<file path="src/sv/i2cap_pkg.sv">
// ----------------------------------------------------------------------------
// i2cap_pkg
// Types and constants for the I2C address probe master.
// ----------------------------------------------------------------------------
package i2cap_pkg;

    localparam int unsigned ADDR_W  = 7;
    localparam int unsigned DELAY_W = 8;
    localparam int unsigned BIT_W   = 3;

    localparam logic [DELAY_W-1:0] DELAY_RESET = 8'd4;
    localparam logic [BIT_W-1:0]   LAST_BIT    = 3'd7;
    localparam logic [7:0]         MSB_MASK    = 8'h80;

    // one-hot sequencer steps
    typedef enum logic [9:0] {
        ST_IDLE     = 10'b00_0000_0001,
        ST_START_HI = 10'b00_0000_0010,
        ST_START_LO = 10'b00_0000_0100,
        ST_BIT_LOW  = 10'b00_0000_1000,
        ST_BIT_HIGH = 10'b00_0001_0000,
        ST_ACK_LOW  = 10'b00_0010_0000,
        ST_ACK_HIGH = 10'b00_0100_0000,
        ST_STOP_A   = 10'b00_1000_0000,
        ST_STOP_B   = 10'b01_0000_0000,
        ST_STOP_C   = 10'b10_0000_0000
    } step_t;

    typedef struct packed {
        logic              go;
        logic [ADDR_W-1:0] address;
        logic              sda_in;
    } cmd_item_t;

    typedef struct packed {
        logic scl_out;
        logic sda_out;
        logic busy_res;
        logic done_res;
        logic nack;
    } res_item_t;

endpackage

</file>
<file path="src/sv/i2cap_if.sv">
// ----------------------------------------------------------------------------
// i2cap_if
// Valid/ready channels for tick items and result items.
// ----------------------------------------------------------------------------
interface i2cap_cmd_if
    import i2cap_pkg::*;
();
    logic      valid;
    logic      ready;
    cmd_item_t data;

    modport source (output valid, output data, input ready);
    modport sink   (input valid, input data, output ready);
endinterface

interface i2cap_res_if
    import i2cap_pkg::*;
();
    logic      valid;
    logic      ready;
    res_item_t data;

    modport source (output valid, output data, input ready);
    modport sink   (input valid, input data, output ready);
endinterface

</file>
<file path="src/sv/i2cap_seq.sv">
// ----------------------------------------------------------------------------
// i2cap_seq
// Bus sequencer state, advanced by one tick per accepted transaction.
// ----------------------------------------------------------------------------
module i2cap_seq
    import i2cap_pkg::*;
(
    input  logic               clk,
    input  logic               rst_n,
    input  logic               cfg_wr_en,
    input  logic [DELAY_W-1:0] cfg_wr_data,
    input  logic               tick,
    input  cmd_item_t          item,
    output res_item_t          result
);

    logic [DELAY_W-1:0] delay_ticks_reg;
    step_t              step_reg,  step_next;
    logic [BIT_W-1:0]   bit_reg,   bit_next;
    logic [7:0]         shift_reg, shift_next;
    logic [DELAY_W-1:0] count_reg, count_next;
    logic               ack_reg,   ack_next;
    logic               scl_reg,   scl_next;
    logic               sda_reg,   sda_next;
    logic               done;
    logic               enter;
    step_t              target;
    logic [DELAY_W-1:0] reload;

    assign reload = (delay_ticks_reg == '0) ? DELAY_W'(1) : delay_ticks_reg;

    always_comb
    begin
        step_next  = step_reg;
        bit_next   = bit_reg;
        shift_next = shift_reg;
        count_next = count_reg;
        ack_next   = ack_reg;
        scl_next   = scl_reg;
        sda_next   = sda_reg;
        done       = 1'b0;
        enter      = 1'b0;
        target     = ST_IDLE;

        if (step_reg == ST_IDLE)
        begin
            if (item.go)
            begin
                shift_next = {item.address, 1'b0};
                bit_next   = '0;
                enter      = 1'b1;
                target     = ST_START_HI;
            end
        end
        else if (count_reg > DELAY_W'(1))
        begin
            count_next = count_reg - DELAY_W'(1);
        end
        else
        begin
            enter = 1'b1;
            unique case (step_reg)
                ST_START_HI: target = ST_START_LO;
                ST_START_LO: target = ST_BIT_LOW;
                ST_BIT_LOW:  target = ST_BIT_HIGH;
                ST_BIT_HIGH:
                begin
                    if (bit_reg >= LAST_BIT)
                    begin
                        target = ST_ACK_LOW;
                    end
                    else
                    begin
                        bit_next   = bit_reg + BIT_W'(1);
                        shift_next = {shift_reg[6:0], 1'b0};
                        target     = ST_BIT_LOW;
                    end
                end
                ST_ACK_LOW:  target = ST_ACK_HIGH;
                ST_ACK_HIGH: target = ST_STOP_A;
                ST_STOP_A:   target = ST_STOP_B;
                ST_STOP_B:   target = ST_STOP_C;
                default:
                begin
                    // end of stop, or an unknown code: back to idle
                    enter      = 1'b0;
                    step_next  = ST_IDLE;
                    count_next = '0;
                    done       = (step_reg == ST_STOP_C);
                end
            endcase
        end

        if (enter)
        begin
            step_next  = target;
            count_next = reload;
            unique case (target)
                ST_START_HI:
                begin
                    scl_next = 1'b1;
                    sda_next = 1'b1;
                end
                ST_START_LO: sda_next = 1'b0;
                ST_BIT_LOW:
                begin
                    scl_next = 1'b0;
                    sda_next = |(shift_next & MSB_MASK);
                end
                ST_BIT_HIGH: scl_next = 1'b1;
                ST_ACK_LOW:
                begin
                    scl_next = 1'b0;
                    sda_next = 1'b1;
                end
                ST_ACK_HIGH:
                begin
                    scl_next = 1'b1;
                    ack_next = item.sda_in;
                end
                ST_STOP_A:
                begin
                    scl_next = 1'b0;
                    sda_next = 1'b0;
                end
                ST_STOP_B:   scl_next = 1'b1;
                ST_STOP_C:   sda_next = 1'b1;
                default:     ;
            endcase
        end
    end

    assign result.scl_out  = scl_next;
    assign result.sda_out  = sda_next;
    assign result.busy_res = (step_next != ST_IDLE);
    assign result.done_res = done;
    assign result.nack     = ack_next;

    always_ff @(posedge clk or negedge rst_n)
    begin
        if (!rst_n)
        begin
            delay_ticks_reg <= DELAY_RESET;
            step_reg        <= ST_IDLE;
            bit_reg         <= '0;
            shift_reg       <= '0;
            count_reg       <= '0;
            ack_reg         <= 1'b1;
            scl_reg         <= 1'b1;
            sda_reg         <= 1'b1;
        end
        else
        begin
            if (cfg_wr_en)
            begin
                delay_ticks_reg <= cfg_wr_data;
            end
            if (tick)
            begin
                step_reg  <= step_next;
                bit_reg   <= bit_next;
                shift_reg <= shift_next;
                count_reg <= count_next;
                ack_reg   <= ack_next;
                scl_reg   <= scl_next;
                sda_reg   <= sda_next;
            end
        end
    end

endmodule

</file>
<file path="src/sv/i2cap_out_reg.sv">
// ----------------------------------------------------------------------------
// i2cap_out_reg
// Result register; loads whenever it is empty or being drained.
// ----------------------------------------------------------------------------
module i2cap_out_reg
    import i2cap_pkg::*;
(
    input  logic        clk,
    input  logic        rst_n,
    input  logic        load,
    input  res_item_t   result,
    output logic        can_load,
    i2cap_res_if.source res
);

    logic      valid_reg;
    res_item_t data_reg;

    assign can_load  = !valid_reg || res.ready;
    assign res.valid = valid_reg;
    assign res.data  = data_reg;

    always_ff @(posedge clk or negedge rst_n)
    begin
        if (!rst_n)
        begin
            valid_reg <= 1'b0;
        end
        else if (can_load)
        begin
            valid_reg <= load;
        end
    end

    always_ff @(posedge clk)
    begin
        if (load)
        begin
            data_reg <= result;
        end
    end

endmodule

</file>
<file path="src/sv/i2c_address_probe_master.sv">
// Latency: a result is valid the cycle after its tick transaction is accepted.
// Throughput: one tick per cycle while the result register can load; the sequencer
// update for a tick is a single pass of logic into the state registers and the result register.
// A tick is accepted whenever the result register is empty or being drained.
// Reset (rst_n low, asynchronous): sequencer idle, lines released, nack 1,
// delay_ticks 4, no result pending.
// ----------------------------------------------------------------------------
// i2c_address_probe_master
// I2C master that probes whether a 7-bit slave address acknowledges.
// ----------------------------------------------------------------------------
module i2c_address_probe_master
    import i2cap_pkg::*;
(
    input  logic               clk,
    input  logic               rst_n,
    input  logic               cfg_wr_en,
    input  logic [DELAY_W-1:0] cfg_wr_data,
    i2cap_cmd_if.sink          cmd,
    i2cap_res_if.source        res
);

    logic      tick;
    logic      can_load;
    res_item_t result;

    assign cmd.ready = can_load;
    assign tick      = cmd.valid && can_load;

    i2cap_seq u_seq (
        .clk         (clk),
        .rst_n       (rst_n),
        .cfg_wr_en   (cfg_wr_en),
        .cfg_wr_data (cfg_wr_data),
        .tick        (tick),
        .item        (cmd.data),
        .result      (result)
    );

    i2cap_out_reg u_out (
        .clk      (clk),
        .rst_n    (rst_n),
        .load     (tick),
        .result   (result),
        .can_load (can_load),
        .res      (res)
    );

endmodule

</file>
<file path="src/flat_wrapper.sv">
// flat-port wrapper written by rule: the top's interface ports become plain ports
module i2c_address_probe_master_flat import i2cap_pkg::*;
  (clk, rst_n, cfg_wr_en, cfg_wr_data, cmd_valid, cmd_data, cmd_ready, res_valid, res_data, res_ready);
  i2cap_cmd_if cmd_i ();
  i2cap_res_if res_i ();
  input  logic clk;
  input  logic rst_n;
  input  logic cfg_wr_en;
  input  logic [DELAY_W-1:0] cfg_wr_data;
  input wire logic [$bits(cmd_i.valid)-1:0] cmd_valid;
  input wire logic [$bits(cmd_i.data)-1:0] cmd_data;
  output wire logic [$bits(cmd_i.ready)-1:0] cmd_ready;
  output wire logic [$bits(res_i.valid)-1:0] res_valid;
  output wire logic [$bits(res_i.data)-1:0] res_data;
  input wire logic [$bits(res_i.ready)-1:0] res_ready;
  assign cmd_i.valid = cmd_valid;
  assign cmd_i.data = cmd_data;
  assign cmd_ready = cmd_i.ready;
  assign res_valid = res_i.valid;
  assign res_data = res_i.data;
  assign res_i.ready = res_ready;
  i2c_address_probe_master u_core (.clk(clk), .rst_n(rst_n), .cfg_wr_en(cfg_wr_en), .cfg_wr_data(cfg_wr_data), .cmd(cmd_i), .res(res_i));
endmodule
</file>
<file path="config.mk">
export PLATFORM = sky130hd
export DESIGN_NAME = i2c_address_probe_master_flat
export DESIGN_NICKNAME = d
export VERILOG_FILES = /design/src/sv/i2cap_pkg.sv /design/src/sv/i2cap_if.sv /design/src/sv/i2cap_seq.sv /design/src/sv/i2cap_out_reg.sv /design/src/sv/i2c_address_probe_master.sv /design/src/flat_wrapper.sv
export SDC_FILE = /design/constraint.sdc
export NUM_CORES = 1
export LEC_CHECK = 0
export BUFFER_PORTS_ARGS = -buffer_cell sky130_fd_sc_hd__buf_4
export CORE_MARGIN = 1.5
export CORE_UTILIZATION = 55
export CTS_CLUSTER_SIZE = 28
export DETAILED_ROUTE_END_ITERATION = 12
export GPL_ROUTABILITY_DRIVEN = 0
export HOLD_SLACK_MARGIN = 0.06
export PLACE_DENSITY = 0.84
export SYNTH_ARGS = -nofsm -noshare
export SYNTH_HDL_FRONTEND = slang
export SYNTH_SLANG_ARGS = --single-unit
</file>
<file path="constraint.sdc">
create_clock -name clk -period 3.1 [get_ports clk]
set_input_delay 0.62 -clock clk [delete_from_list [all_inputs] [get_ports clk]]
set_output_delay 0.62 -clock clk [all_outputs]
set_load 0.02 [all_outputs]
</file>
==> results of run 1 <==
-- power groups by stage --
stage	Combinational [mW]	Clock (mW)	Sequential (mW)
after floorplan	0.610	0	0.886
after global placement	0.744	0	0.930
after detailed placement	0.766	0	0.937
after CTS	0.769	0.391	0.926
after global routing	0.876	0.407	0.951
final	0.773	0.381	0.930
-- final timing paths --
path / to / depth (start not counted) / start / slack (ns)
min in group clk: u_core.u_seq.shift_reg[2] / 2 / u_core.u_seq.shift_reg[2] / 0.49
max in group asynchronous: u_core.u_seq.delay_ticks_reg[2] / 1 / rst_n / 2.45
min reg2reg: u_core.u_seq.shift_reg[2] / 2 / u_core.u_seq.shift_reg[2] / 0.49
min: u_core.u_seq.step_reg[1] / 1 / rst_n / 0.28
max reg2reg: u_core.u_out.res.data[3] / 6 / u_core.u_seq.step_reg[3] / 0.41
max: u_core.u_out.res.data[3] / 6 / u_core.u_seq.step_reg[3] / 0.41
-- per-stage QoR --
step	area [µm²]	setup slack (ns)	instances	hold WS (ns)
5_1_grt	2870	0.276	343	0.321
3_3_place_gp	2780	0.548	335	0.471
2_1_floorplan	2540	0.795	266	0.324
3_5_place_dp	2780	0.452	335	0.472
6_report	2870	0.408	343	0.281
4_1_cts	2870	0.446	343	0.296
-- layout by cell type, fill, tap and decap left out, types with 4 or more instances in the layout --
master    count
nand2_1      31
a22oi_1       8
nor3_1       11
mux2_2       12
o21ai_0      30
inv_1         6
nor4_1        4
a21oi_1      16
dfstp_2       5
clkbuf_8      6
nand3_1       4
or3_1         4
nor2_1       14
buf_4        33
edfxtp_1      5
dfrtp_1      35
ha_1          4
-- cell families after synthesis --
| group | share of synthesized area (%) |
|---|---|
| mux | 5.32 |
| fa+ha+maj | 1.97 |
| simple gates | 21.7 |
| compound gates | 19.8 |
| flops | 45.5 |
| xor+xnor | 1.72 |
| buf+inv | 3.99 |
-- final cells by class --
type | instances | share of cell area [%]
multi-input combinational | 199 | 44.7
sequential | 45 | 40.4
timing repair buffer | 33 | 8.64
clock buffer | 7 | 3.01
tap | 52 | 2.27
inverter | 6 | 0.785
clock inverter | 1 | 0.218
-- critical path, stage by stage, from the launching register on --
cell	delay, ns
dfrtp_1	0.53
nor4_4	0.53
and4_1	0.57
a31oi_1	0.08
a221o_1	0.34
a311oi_2	0.31
nand2_1	0.09
-- per-layer routing --
metal / up-vias / share of wire [%] / GRT usage (%)
met1: 1046 / 42 / 28.5
met2: 77 / 50 / 39.6
met3: 13 / 6.0 / 5.56
met5: - / 0 / 0
met4: 0 / 1.9 / 9.64
li1: 1035 / - / -
==> impl_metrics.env, run 1 <==
export IMPL_power_density_nw_per_um2=727
export IMPL_path_clk_slew_ns=0.09
export IMPL_worst_setup_start_kind="register"
export IMPL_post_route_util_pct=65.0
export IMPL_syn_avg_cell_area_um2=9.55
export IMPL_die_height_um=71.0
export IMPL_vdd_ir_drop_max_v=0.000338
export IMPL_final_setup_tns_ns=0
export IMPL_post_cts_setup_buffers=0
export IMPL_combinationalPowerShare_pct=37.1
export IMPL_yosys_register_bits=45
export IMPL_yosysMostFrequentCell="dfrtp_1"
export IMPL_number_of_flip_flops_in_the_largest_register=10
export IMPL_synthTopCellsByArea="dfrtp_1 (34%), edfxtp_1 (5.9%), o21ai_0 (5.9%)"
export IMPL_critical_path_max_fanout=13
export IMPL_synth_warnings=0
export IMPL_drt_vias_per_instance=6.33
export IMPL_synth_net_count=292
export IMPL_yosysTopAreaCell="dfrtp_1"
export IMPL_area_grow_syn2layout_pct=12.9
export IMPL_design_die_area_um2=5040
export IMPL_critical_path_type="register to register"
export IMPL_tritoncts_clock_tree="built"
export IMPL_row_count=24
export IMPL_drt_first_pass_iters=4
export IMPL_synth_common_cells="dfrtp_1 (35), nand2_1 (31), o21ai_0 (30)"
export IMPL_seq_power_share_pct=44.6
export IMPL_clock_fmax_ghz=0.371
export IMPL_cts_htree_levels=2
export IMPL_synthDistinctLibCells=57
export IMPL_clk_latency_ns=0.31
export IMPL_port_buffer_count=28
export IMPL_layout_drive_gt1_share_pct=23.0
export IMPL_grt_pass1_wl_um=9410
export IMPL_synthFlopType="dfrtp_1"
export IMPL_nNetsFinal=316
export IMPL_post_route_period_util_pct=86.8
export IMPL_switching_power_mw=0.807
export IMPL_detailed_place_hpwl_um=4020
export IMPL_unrepaired_setup_endpoints_after_global_routing="false"
export IMPL_mappedNetlistArea_um2=2540
export IMPL_number_of_antenna_violations_at_the_first_check_in_global_routing=0
export IMPL_drt_antenna_violating_nets=0
export IMPL_synth_sequential_area_ratio_pct=45.5
export IMPL_wl_per_cell_um=16.1
export IMPL_timing_clock_skew_ns=0.0112
export IMPL_slew_viol_final=0
export IMPL_final_seq_area_um2=1160
export IMPL_ctsHoldBuffers=0
export IMPL_grt_total_usage_pct=23.3
export IMPL_remaining_drc_errors=0
export IMPL_die_width_um=71.0
export IMPL_period_needed_ns=2.69
export IMPL_max_cap_violations=0
export IMPL_final_setup_viol_count=0
export IMPL_hold_violations=0
export IMPL_clockBufferDepth=2
export IMPL_share_of_total_power_in_the_clock_network_pct=18.3
export IMPL_finalPower_mw=2.08
export IMPL_cts_root_buffer="clkbuf_8"
export IMPL_critical_path_arrival_ns=2.76
export IMPL_synth_edff_count=5
export IMPL_total_area_of_multi_input_combinational_cells_um2=1280
export IMPL_numClockSinks=45
export IMPL_swShare_pct=38.7
export IMPL_tightestPinTransition_ns=0.752
export IMPL_start_util_pct=57.6
export IMPL_maxSlewHeadroom_pct=49.5
export IMPL_drt_iter0_drc=248
export IMPL_leakage_nw=1.19
export IMPL_dr_total_vias=2171
export IMPL_synth_top_cell_area_share_pct=34.5
export IMPL_tritoncts_num_buffers=5
export IMPL_critical_path_required_ns=3.17
export IMPL_routed_wirelength_um=5520
export IMPL_synth_async_reset_ratio_pct=88.9
export IMPL_grt_start_max_net_pins=41
export IMPL_run_status="completed"
export IMPL_cp_end_kind="register"
export IMPL_inserted_diodes=0
export IMPL_io_pins=29
export IMPL_grt_overflow_total=0
export IMPL_syn_instance_count=266
export IMPL_power_report_internal_total_mw=1.28
export IMPL_core_area_um2=4410
export IMPL_min_delay_path_class="input pin to async pin"
export IMPL_postCtsResizedCells=0
export IMPL_filler_cell_count=376
export IMPL_vias_in_the_first_global_route=2099
Power figures use the tool's default switching activity.
==> inputs of run 2 (changes only) <==
==> constraint.sdc (replaced) <==
create_clock -name clk -period 3.1 [get_ports clk]
set_input_delay 0 -clock clk [delete_from_list [all_inputs] [get_ports clk]]
set_output_delay 0 -clock clk [all_outputs]
set_load 0.02 [all_outputs]
==> run 2 against run 1 <==
Utilization rose by 5.7 points. Critical path depth did not move. Sequential cell count stayed put. Combinational power is 6.5% higher. Critical path type unchanged. Highest routed layer unchanged.
==> impl_metrics.env, run 2 (same netlist as run 1, synthesis figures left out) <==
export IMPL_drt_first_pass_iters=4
export IMPL_path_clk_slew_ns=0.09
export IMPL_grt_total_usage_pct=25.0
export IMPL_worst_setup_start_kind="register"
export IMPL_timing_clock_skew_ns=0.00856
export IMPL_inserted_diodes=0
export IMPL_postCtsResizedCells=0
export IMPL_drt_vias_per_instance=6.07
export IMPL_number_of_flip_flops_in_the_largest_register=10
export IMPL_slew_viol_final=0
export IMPL_drt_antenna_violating_nets=0
export IMPL_grt_pass1_wl_um=9980
export IMPL_seq_power_share_pct=44.0
export IMPL_drt_iter0_drc=185
export IMPL_grt_start_max_net_pins=41
export IMPL_final_setup_tns_ns=0
export IMPL_cts_htree_levels=2
export IMPL_routed_wirelength_um=5770
export IMPL_layout_drive_gt1_share_pct=21.5
export IMPL_cp_end_kind="register"
export IMPL_cp_slowest_cell="or4_4"
export IMPL_min_delay_path_class="input pin to register"
export IMPL_numClockSinks=45
export IMPL_die_width_um=71.0
export IMPL_vias_in_the_first_global_route=2196
export IMPL_wl_per_cell_um=15.6
export IMPL_critical_path_arrival_ns=2.81
export IMPL_core_area_um2=4410
export IMPL_most_common_layout_cells="dfrtp_1 (35), buf_4 (33), nand2_1 (31), o21ai_0 (30), dlygate4sd3_1 (26)"
export IMPL_design_die_area_um2=5040
export IMPL_number_of_antenna_violations_at_the_first_check_in_global_routing=0
export IMPL_combinationalPowerShare_pct=39.0
export IMPL_tightestPinTransition_ns=0.768
export IMPL_final_setup_viol_count=0
export IMPL_critical_path_required_ns=3.33
export IMPL_leakage_nw=1.30
export IMPL_worst_hold_slack_ns=0.144
export IMPL_post_route_setup_slack_ns=0.524
export IMPL_io_pins=29
export IMPL_max_cap_violations=0
export IMPL_unrepaired_setup_endpoints_after_global_routing="false"
export IMPL_critical_path_type="register to register"
export IMPL_share_of_total_power_in_the_clock_network_pct=17.0
export IMPL_run_status="completed"
export IMPL_remaining_drc_errors=0
export IMPL_vdd_ir_drop_max_v=0.000386
export IMPL_nNetsFinal=342
export IMPL_area_grow_syn2layout_pct=22.8
export IMPL_critical_path_max_fanout=13
export IMPL_pre_cts_setup_slack_ns=0.560
export IMPL_post_cts_setup_buffers=0
export IMPL_path_cells="or4_4 > or3_1 > nor2_2 > nand2_1 > nor2_1 > mux2_2"
export IMPL_grt_overflow_total=0
export IMPL_die_height_um=71.0
export IMPL_power_density_nw_per_um2=675
export IMPL_commonest_non_fill_non_tap_cell_in_the_layout="dfrtp_1"
export IMPL_switching_power_mw=0.820
export IMPL_power_report_internal_total_mw=1.29
export IMPL_detailed_place_hpwl_um=3920
export IMPL_hold_violations=0
export IMPL_port_buffer_count=28
export IMPL_start_util_pct=57.6
export IMPL_row_count=24
export IMPL_maxSlewHeadroom_pct=48.4
export IMPL_clk_latency_ns=0.31
export IMPL_swShare_pct=38.9
export IMPL_cts_root_buffer="clkbuf_8"
export IMPL_dr_total_vias=2240
export IMPL_tritoncts_num_buffers=5
export IMPL_tritoncts_clock_tree="built"
export IMPL_clock_fmax_ghz=0.388
export IMPL_crit_path_max_incr_delay_ns=0.55
export IMPL_period_needed_ns=2.58
export IMPL_post_route_period_util_pct=83.1
export IMPL_clockBufferDepth=2
-- run 2: worst paths after layout --
| check | start | end | slack, ns | cells past startpoint |
|---|---|---|---|---|
| setup / recovery | u_core.u_seq.count_reg[6] | u_core.u_seq.ack_reg | 0.52 | 6 |
| hold / removal | cmd_data[8] | u_core.u_seq.bit_reg[0] | 0.14 | 4 |
| setup reg to reg | u_core.u_seq.count_reg[6] | u_core.u_seq.ack_reg | 0.52 | 6 |
| hold reg to reg | u_core.u_seq.shift_reg[7] | u_core.u_seq.shift_reg[7] | 0.49 | 2 |
| max in group asynchronous | rst_n | u_core.u_seq.delay_ticks_reg[2] | 2.53 | 2 |
| min in group asynchronous | rst_n | u_core.u_seq.step_reg[4] | 0.20 | 2 |
-- run 2: layout make-up --
class	instances	area, µm²
fill	332	1290
multi-input combinational	199	1280
sequential	45	1160
timing repair buffer	59	508
clock buffer	5	68.8
tap	52	65.1
inverter	6	22.5
clock inverter	3	16.3
-- run 2: per-layer routing --
metal | GRT usage, % | routed length [µm] | vias to the layer above
li1 | - | - | 1087
met1 | 31.3 | 2560 | 1066
met2 | 40.7 | 2750 | 68
met3 | 6.27 | 290 | 19
met4 | 11.9 | 172 | 0
met5 | 0 | 0 | -
-- run 2: what timing repair did --
action	in CTS	in global routing
endpoints found under the hold margin	57	0
hold buffers	26	0
endpoints found under the setup margin	0	0
-- run 2: power by group through the flow --
stage | logic (mW) | clock network, mW | registers, mW
floorplan | 0.610 | 0 | 0.886
global placement | 0.754 | 0 | 0.924
detailed placement | 0.781 | 0 | 0.934
CTS | 0.814 | 0.370 | 0.924
global route | 0.919 | 0.390 | 0.949
finish | 0.823 | 0.358 | 0.926
-- run 2: worst max-delay path, delay by kind of cell (launching register included) --
kind / cells / cell delay (ns)
DFF: 1 / 0.40
and+or+nand+nor: 5 / 1.76
muxes: 1 / 0.35
-- run 2: through the flow --
stage                     instances  total power [mW]  instance area [µm²]  utilization (%)
after floorplan                 266              1.50                 2540                -
after global placement          335              1.68                 2780             62.9
after detailed placement        335              1.71                 2780             62.9
after CTS                       369              2.11                 3120             70.7
after global routing            369              2.26                 3120             70.7
final                           369              2.11                 3120             70.7
==> inputs of run 3 (changes only) <==
==> constraint.sdc (replaced) <==
create_clock -name clk -period 2.5 [get_ports clk]
set_input_delay 0 -clock clk [delete_from_list [all_inputs] [get_ports clk]]
set_output_delay 0 -clock clk [all_outputs]
set_load 0.02 [all_outputs]
==> run 3 against run 2 <==
Global-route usage grew 1.6 points. Count of clock-buffer cells in the layout grew 3. Sequential cell count is the same. Largest cell class unchanged. Highest routed layer unchanged.
==> impl_metrics.env, run 3 (same netlist as run 1, synthesis figures left out) <==
export IMPL_slew_viol_final=0
export IMPL_post_route_period_util_pct=93.0
export IMPL_clockBufferDepth=2
export IMPL_cts_root_buffer="clkbuf_8"
export IMPL_final_setup_viol_count=0
export IMPL_grt_pass1_wl_um=10700
export IMPL_hold_violations=0
export IMPL_leakage_nw=1.37
export IMPL_detailed_place_hpwl_um=4190
export IMPL_finalPower_mw=2.74
export IMPL_commonest_non_fill_non_tap_cell_in_the_layout="buf_4"
export IMPL_power_density_nw_per_um2=848
export IMPL_grt_total_usage_pct=26.6
export IMPL_power_report_internal_total_mw=1.70
export IMPL_grt_start_max_net_pins=41
export IMPL_min_delay_path_class="input pin to register"
export IMPL_vias_in_the_first_global_route=2358
export IMPL_critical_path_arrival_ns=2.38
export IMPL_vdd_ir_drop_max_v=0.000527
export IMPL_area_grow_syn2layout_pct=27.1
export IMPL_cts_htree_levels=2
export IMPL_io_pins=29
export IMPL_cp_end_kind="register"
export IMPL_drt_iter0_drc=224
export IMPL_max_cap_violations=0
export IMPL_swShare_pct=38.1
export IMPL_design_die_area_um2=5040
export IMPL_period_needed_ns=2.33
export IMPL_pre_cts_setup_slack_ns=0.132
export IMPL_drt_vias_per_instance=6.02
export IMPL_seq_power_share_pct=41.8
export IMPL_path_clk_slew_ns=0.08
export IMPL_most_common_layout_cells="buf_4 (47), dfrtp_1 (35), nand2_1 (31), o21ai_0 (29), dlygate4sd3_1 (25)"
export IMPL_numClockSinks=45
export IMPL_share_of_total_power_in_the_clock_network_pct=17.1
export IMPL_combinationalPowerShare_pct=41.2
export IMPL_remaining_drc_errors=0
export IMPL_port_buffer_count=28
export IMPL_maxSlewHeadroom_pct=65.6
export IMPL_unrepaired_setup_endpoints_after_global_routing="true"
export IMPL_number_of_flip_flops_in_the_largest_register=10
export IMPL_critical_path_required_ns=2.56
export IMPL_tritoncts_num_buffers=5
export IMPL_drt_first_pass_iters=4
export IMPL_worst_setup_start_kind="register"
export IMPL_switching_power_mw=1.04
export IMPL_inserted_diodes=0
export IMPL_grt_overflow_total=0
export IMPL_clk_latency_ns=0.30
export IMPL_clock_fmax_ghz=0.430
export IMPL_timing_clock_skew_ns=0.0119
export IMPL_wl_per_cell_um=16.3
export IMPL_worst_hold_slack_ns=0.0784
export IMPL_critical_path_max_fanout=6
export IMPL_number_of_antenna_violations_at_the_first_check_in_global_routing=0
export IMPL_die_width_um=71.0
export IMPL_run_status="completed"
export IMPL_tightestPinTransition_ns=0.516
export IMPL_dr_total_vias=2301
export IMPL_tritoncts_clock_tree="built"
export IMPL_row_count=24
export IMPL_start_util_pct=57.6
export IMPL_post_route_setup_slack_ns=0.175
export IMPL_die_height_um=71.0
export IMPL_post_route_util_pct=73.2
export IMPL_layout_drive_gt1_share_pct=24.8
export IMPL_critical_path_type="register to register"
export IMPL_routed_wirelength_um=6230
export IMPL_final_setup_tns_ns=0
export IMPL_nNetsFinal=355
export IMPL_drt_antenna_violating_nets=0
export IMPL_core_area_um2=4410
==> run 3: power groups by stage <==
stage,clock (mW),sequential (mW),combinational (mW)
after global placement,0,1.14,1.03
after CTS,0.476,1.14,1.11
after detailed placement,0,1.15,1.07
after floorplan,0,1.10,0.757
final,0.468,1.14,1.13
after global routing,0.507,1.17,1.26
==> run 3: path summary, 6_finish.rpt <==
check	startpoint	to	slack (ns)	cells after the start
worst max-delay path	u_core.u_seq.count_reg[4]	u_core.u_out.res.data[0]	0.17	6
worst min-delay path	cmd_data[5]	u_core.u_seq.shift_reg[5]	0.08	3
worst max register to register	u_core.u_seq.count_reg[4]	u_core.u_out.res.data[0]	0.17	6
worst min register to register	u_core.u_seq.sda_reg	u_core.u_seq.sda_reg	0.49	2
max in group asynchronous	rst_n	u_core.u_seq.scl_reg	1.91	2
min in group asynchronous	rst_n	u_core.u_seq.step_reg[2]	0.21	2
==> run 3: layout make-up <==
| class | instances | area, µm² |
|---|---|---|
| multi-input combinational | 199 | 1290 |
| fill | 350 | 1180 |
| sequential | 45 | 1160 |
| timing repair buffer | 72 | 603 |
| clock buffer | 8 | 90.1 |
| tap | 52 | 65.1 |
| inverter | 6 | 22.5 |
==> run 3: worst max-delay path, stage by stage, from the launching register on <==
cell     delay, ns
dfrtp_1       0.43
or4_4         0.52
nor3_2        0.27
buf_4         0.18
nand2_1       0.14
nor2_1        0.19
mux2_2        0.36
==> run 3: what timing repair did <==
action | in CTS | in global routing
hold buffers | 25 | 0
endpoints found under the setup margin | 0 | 11
setup buffers | 0 | 1
endpoints found under the hold margin | 56 | 0
gates resized for setup | 0 | 3
==> run 3: layer usage <==
metal / wire [µm] / GRT usage, % / part of all wire, % / up-vias
li1: - / - / - / 1118
met1: 2600 / 32.3 / 42 / 1091
met2: 3210 / 47.9 / 51 / 80
met3: 327 / 4.99 / 5.2 / 12
met4: 97 / 8.39 / 1.6 / 0
met5: 0 / 0 / 0 / -
==> run 3: per-stage QoR <==
step | std cells | instance area, µm²
floorplan | 266 | 2540
global placement | 348 | 2870
detailed placement | 348 | 2870
CTS | 381 | 3210
global route | 382 | 3230
finish | 382 | 3230
